File: src/rtl/core/mrt_pkg.sv
package mrt_pkg;

  localparam int ENTRIES = 256;
  localparam int KEY_W   = 32;
  localparam int COUNT_W = 32;
  localparam int AMT_W   = 32;
  localparam int SPREAD_W = 32;

  // two-level reduction tree over the cell row
  localparam int GROUP  = 16;
  localparam int NGROUP = (ENTRIES + GROUP - 1) / GROUP;

  typedef enum logic [1:0] {
    CMD_INSERT = 2'd0,
    CMD_REMOVE = 2'd1,
    CMD_QUERY  = 2'd2
  } cmd_e;

  typedef enum logic [1:0] {
    ST_OK    = 2'd0,
    ST_EMPTY = 2'd1,
    ST_FULL  = 2'd2
  } status_e;

  // state a cell shows to its neighbors
  typedef struct packed {
    logic               valid;
    logic               gt;
    logic [KEY_W-1:0]   key;
    logic [COUNT_W-1:0] count;
  } link_t;

  // per-cell contribution to the reduction tree
  typedef struct packed {
    logic             match;
    logic             drop;
    logic [KEY_W-1:0] hi;
  } red_t;

  // broadcast from the controller to every cell
  typedef struct packed {
    logic             cmp;
    logic             apply;
    cmd_e             op;
    logic [KEY_W-1:0] key;
    logic [AMT_W-1:0] amount;
    logic             any_match;
    logic             rem_drop;
    logic             ins_shift;
  } ctl_t;

endpackage

File: src/rtl/core/mrt_cell.sv
module mrt_cell (
  input  logic           clk_i,
  input  logic           rst_ni,
  input  mrt_pkg::ctl_t  ctl_i,
  input  mrt_pkg::link_t left_i,
  input  mrt_pkg::link_t right_i,
  output mrt_pkg::link_t self_o,
  output mrt_pkg::red_t  leaf_o
);

  logic                        valid_q, valid_d;
  logic [mrt_pkg::KEY_W-1:0]   key_q, key_d;
  logic [mrt_pkg::COUNT_W-1:0] count_q, count_d;
  logic                        match_q, gt_q, drop_q, last_q;

  always_comb begin
    valid_d = valid_q;
    key_d   = key_q;
    count_d = count_q;
    if (ctl_i.apply) begin
      case (ctl_i.op)
        mrt_pkg::CMD_INSERT: begin
          if (ctl_i.any_match) begin
            if (match_q && (count_q != '1)) begin
              count_d = count_q + mrt_pkg::COUNT_W'(1);
            end
          end else if (ctl_i.ins_shift && gt_q) begin
            if (!left_i.gt) begin
              valid_d = 1'b1;
              key_d   = ctl_i.key;
              count_d = mrt_pkg::COUNT_W'(1);
            end else begin
              valid_d = left_i.valid;
              key_d   = left_i.key;
              count_d = left_i.count;
            end
          end
        end
        mrt_pkg::CMD_REMOVE: begin
          if (ctl_i.rem_drop) begin
            if (gt_q || match_q) begin
              valid_d = right_i.valid;
              key_d   = right_i.key;
              count_d = right_i.count;
            end
          end else if (match_q) begin
            count_d = count_q - ctl_i.amount;
          end
        end
        default: begin
        end
      endcase
    end
  end

  always_ff @(posedge clk_i or negedge rst_ni) begin
    if (!rst_ni) begin
      valid_q <= 1'b0;
      match_q <= 1'b0;
      gt_q    <= 1'b0;
      drop_q  <= 1'b0;
      last_q  <= 1'b0;
    end else begin
      valid_q <= valid_d;
      if (ctl_i.cmp) begin
        match_q <= valid_q && (key_q == ctl_i.key);
        gt_q    <= !valid_q || (key_q > ctl_i.key);
        drop_q  <= valid_q && (key_q == ctl_i.key) && !(count_q > ctl_i.amount);
        last_q  <= valid_q && !right_i.valid;
      end
    end
  end

  always_ff @(posedge clk_i) begin
    key_q   <= key_d;
    count_q <= count_d;
  end

  assign self_o.valid = valid_q;
  assign self_o.gt    = gt_q;
  assign self_o.key   = key_q;
  assign self_o.count = count_q;

  assign leaf_o.match = match_q;
  assign leaf_o.drop  = drop_q;
  assign leaf_o.hi    = last_q ? key_q : '0;

endmodule

File: config.mk
export PLATFORM = sky130hd
export DESIGN_NAME = mrt_cell
export DESIGN_NICKNAME = d
export VERILOG_FILES = /design/src/rtl/core/mrt_pkg.sv /design/src/rtl/core/mrt_cell.sv
export SDC_FILE = /design/constraint.sdc
export NUM_CORES = 1
export LEC_CHECK = 0
export CORE_AREA = 3 3 118 120
export CTS_BUF_LIST = sky130_fd_sc_hd__clkbuf_8 sky130_fd_sc_hd__clkbuf_16
export DETAILED_ROUTE_END_ITERATION = 16
export DIE_AREA = 0 0 121 123
export DONT_BUFFER_PORTS = 1
export PLACE_DENSITY = 0.67
export SLEW_MARGIN = 15
export SYNTH_ARGS = -nofsm -noshare
export SYNTH_HDL_FRONTEND = slang
export SYNTH_SLANG_ARGS = --single-unit
File: constraint.sdc
create_clock -name clk_i -period 4.01 [get_ports clk_i]
set_input_delay 1.203 -clock clk_i [delete_from_list [all_inputs] [get_ports clk_i]]
set_output_delay 1.203 -clock clk_i [all_outputs]
set_load 0.02 [all_outputs]
==> out/metrics.yaml <==
outcome:
  status: "finished clean"
die:
  fp.dieArea_um2: 14900
  start_util: 0.557
  top_level_ports: 305
  core_area_um2: 13100
  fp.dieW_um: 121
  fp-row-count: 42
  die_height_um: 123
worst_setup_path:
  max_stage_delay_ns: 0.41
  crit_path_frequent_cell: "sky130_fd_sc_hd__a211oi_2"
  endpoint_kind: "flip-flop"
  crit_slowest_cell: "sky130_fd_sc_hd__fa_1"
  cp_cell_instances: "ha_1 -> fa_1 -> nand2b_1 -> a211oi_2 -> nor3_2 -> o31ai_4 -> a31oi_2 -> o31ai_2 -> xnor2_1 -> a211oi_2"
  critical_path_peak_fanout: 4
  required_time_of_the_worst_setup_path_ns: 4.09
  timing.setup.critical_path_class: "input port to flip-flop"
  setup.worst_path.start_class: "input port"
  setup.reg_to_reg.worst_slack_ns: 0.72
  critical_path.top_delay_family: "compound AO/OA/AOI/OAI gates"
  worst_ep_arrival_time_ns: 3.54
  path_buf_inv: 0
clock_network:
  clock_sinks: 69
  worstSkewPairLatency_ns: 0.34
  clk_pin_slew_worst_paths_ns: 0.06
  cts_inserted_buffers: 9
  cts_tree: "built"
  cts_resized: 0
  holdBufCountCts: 0
  cts_max_level: 3
  buffer_type_at_the_clock_tree_root: "sky130_fd_sc_hd__clkbuf_16"
  post_cts_setup_buffers: 0
  clock_tree.buffer_depth: 2
detailed_routing:
  post-route-drc-count: 0
  routed.top_layer: "met4"
  drt-pass1-iter-count: 5
  met3RoutedLength_um: 1880
  drt_iter0_drc: 452
  wirelength_met1_um: 9250
  wire_per_inst_um: 23.0
  antenna_left: 0
  wl_met2_um: 11700
  routed_wl_um: 23700
  number_of_vias_after_detailed_routing: 6664
  dr_vias_cell: 6.47
sta:
  post_layout_minimum_cycle_time_ns: 3.46
  fin_setup_tns_ns: 0
  timing_max_transition_violations_final: 0
  setup_viol_count_final: 0
  layout_worst_path_cycle_share: 0.862
  report.final.hold_viol_count: 0
  fin_clk_skew_ns: 0.0120
  timing.slew.headroom: 0.418
  achievable-frequency_ghz: 0.289
  unrepaired_setup_endpoints_after_global_routing: "false"
  tightestPinTransition_ns: 0.865
yosys:
  synthFlopType: "sky130_fd_sc_hd__edfxtp_1"
  synth_top_cell_by_area: "sky130_fd_sc_hd__edfxtp_1"
  syn_avg_cell_area_um2: 8.33
  yosysWarningCount: 0
  ys_seq_elements: 69
  portion_of_synthesized_cell_area_occupied_by_the_leading_cell_type: 0.264
  synth.top_cells.by_area: "sky130_fd_sc_hd__edfxtp_1, sky130_fd_sc_hd__ha_1, sky130_fd_sc_hd__mux2i_1"
  mappedNetlistArea_um2: 7290
  yosys.cell_types.count: 63
  synth.net_count: 1146
  synth_async_sr_flop_share: 0.0725
  number_of_enable_type_register_cells_in_the_synthesized_netlist: 64
  synth_seq_area_share: 0.281
  synthesis.instances: 875
global_routing:
  grt_overflow_total: 0
  grt_pass1_vias: 6616
  grt_antenna_before_repair: 0
  grt_max_degree: 56
  groute.usage.overall: 0.306
  grt_first_pass_wirelength_um: 35500
final_layout:
  mostFrequentLayoutCells: "sky130_fd_sc_hd__inv_1, sky130_fd_sc_hd__nand2_1, sky130_fd_sc_hd__a21oi_1, sky130_fd_sc_hd__o21ai_0, sky130_fd_sc_hd__ha_1"
  num-nets-final: 1120
  ant_diodes: 0
  fillCellCount: 1181
  multiInputGateArea_um2: 4760
  regArea_um2: 2050
  final_util: 0.593
  share_of_layout_cells_above_drive_strength_1: 0.0515
  mostFrequentLayoutCell: "sky130_fd_sc_hd__inv_1"
  area_growth_syn_to_layout_pct: 6.37
place:
  detailed_place_hpwl_um: 18300
  port-buffer-count: 0
  finalWeightedCongestion: 1.00
pwr:
  design_power_total_mw: 2.52
  total_leakage_power_nw: 3.25
  power.density_cell_area_nw_per_um2: 324
  power.ir.vdd_worst_mv: 0.181
run:
  drv.max_cap_violation_count: 0
min_path:
  worstHoldPathType: "input port to async pin"
==> worst paths after layout <==
check	from	endpoint	depth (start not counted)
max reg2reg	count_q[0]$_DFFE_PP_	count_q[30]$_DFFE_PP_	11
max in group asynchronous	rst_ni	gt_q$_DFFE_PN0P_	0
min	rst_ni	drop_q$_DFFE_PN0P_	0
max	ctl_i[3]	count_q[30]$_DFFE_PP_	10
min in group clk_i	valid_q$_DFFE_PN0P_	valid_q$_DFFE_PN0P_	2
min reg2reg	valid_q$_DFFE_PN0P_	valid_q$_DFFE_PN0P_	2
==> report_power, final <==
group | switching [mW] | internal [mW] | total (mW)
clock network | 0.338 | 0.605 | 0.943
logic | 0.373 | 0.246 | 0.618
registers | 0.110 | 0.844 | 0.954
==> sequential cells by signal, summed over array words and instances, names as in the netlist <==
register  cells
gt_q          1
last_q        1
count_q      32
key_q        32
drop_q        1
valid_q       1
match_q       1
==> stage by stage <==
step,hold WS (ns),setup slack [ns],area [um^2],cells
3_5_place_dp,0.710,0.224,7410,1014
4_1_cts,0.548,0.584,7750,1030
5_1_grt,0.546,0.452,7750,1030
3_3_place_gp,0.703,0.306,7410,1014
6_report,0.555,0.554,7750,1030
2_1_floorplan,0.491,0.383,7290,875
==> synth_stat cells (3+ instances only) <==
| library cell | number |
|---|---|
| sky130_fd_sc_hd__nand4_1 | 23 |
| sky130_fd_sc_hd__o211ai_1 | 6 |
| sky130_fd_sc_hd__dfrtp_1 | 5 |
| sky130_fd_sc_hd__buf_4 | 4 |
| sky130_fd_sc_hd__o21bai_1 | 6 |
| sky130_fd_sc_hd__a21o_1 | 22 |
| sky130_fd_sc_hd__clkbuf_1 | 38 |
| sky130_fd_sc_hd__nor4_1 | 3 |
| sky130_fd_sc_hd__xor2_1 | 23 |
| sky130_fd_sc_hd__nor3_1 | 15 |
| sky130_fd_sc_hd__mux2i_1 | 43 |
| sky130_fd_sc_hd__inv_1 | 84 |
| sky130_fd_sc_hd__nand3b_1 | 4 |
| sky130_fd_sc_hd__and4_1 | 5 |
| sky130_fd_sc_hd__nand2_1 | 73 |
| sky130_fd_sc_hd__ha_1 | 65 |
| sky130_fd_sc_hd__and3_1 | 5 |
| sky130_fd_sc_hd__a21oi_1 | 72 |
| sky130_fd_sc_hd__o22ai_1 | 5 |
| sky130_fd_sc_hd__o21a_1 | 8 |
| sky130_fd_sc_hd__nor2_1 | 41 |
| sky130_fd_sc_hd__edfxtp_1 | 64 |
| sky130_fd_sc_hd__a211oi_1 | 13 |
| sky130_fd_sc_hd__buf_1 | 5 |
| sky130_fd_sc_hd__a221oi_1 | 26 |
| sky130_fd_sc_hd__and2_1 | 35 |
| sky130_fd_sc_hd__nor2b_1 | 10 |
| sky130_fd_sc_hd__a31oi_1 | 5 |
| sky130_fd_sc_hd__xnor2_1 | 31 |
| sky130_fd_sc_hd__nand2b_1 | 6 |
| sky130_fd_sc_hd__nand3_1 | 18 |
| sky130_fd_sc_hd__o21ai_0 | 70 |
==> final cells by class <==
type                    count  share of cell area
clock buffers               9              0.0290
repair buffers             10             0.00968
well taps                 176              0.0284
multi-input cells         675               0.614
clock inverters             7              0.0147
flip-flops and latches     69               0.264
inverters                  84              0.0407
==> worst register-to-register path, cell delays in order, from the launching register on <==
cell and delay (ns):
sky130_fd_sc_hd__edfxtp_1 0.60, sky130_fd_sc_hd__inv_1 0.09, sky130_fd_sc_hd__ha_1 0.22, sky130_fd_sc_hd__fa_1 0.41, sky130_fd_sc_hd__nand2b_1 0.19, sky130_fd_sc_hd__a211oi_2 0.22, sky130_fd_sc_hd__nor3_2 0.12, sky130_fd_sc_hd__o31ai_4 0.40
sky130_fd_sc_hd__a31oi_2 0.22, sky130_fd_sc_hd__o31ai_2 0.32, sky130_fd_sc_hd__xnor2_1 0.17, sky130_fd_sc_hd__a211oi_2 0.08
==> metal layers <==
metal,GRT usage,vias to the layer above
li1,-,3133
met3,0.0682,51
met1,0.369,3165
met2,0.527,315
met4,0.129,0
met5,0,-
==> cells by family after synthesis <==
logic type,Yosys count,synth area share
flops,69,0.281
fa+ha+maj,66,0.114
buf+inv,131,0.0695
simple gates,253,0.181
compound gates,259,0.230
xor+xnor,54,0.0649
mux,43,0.0590
Power figures use the tool's default switching activity.
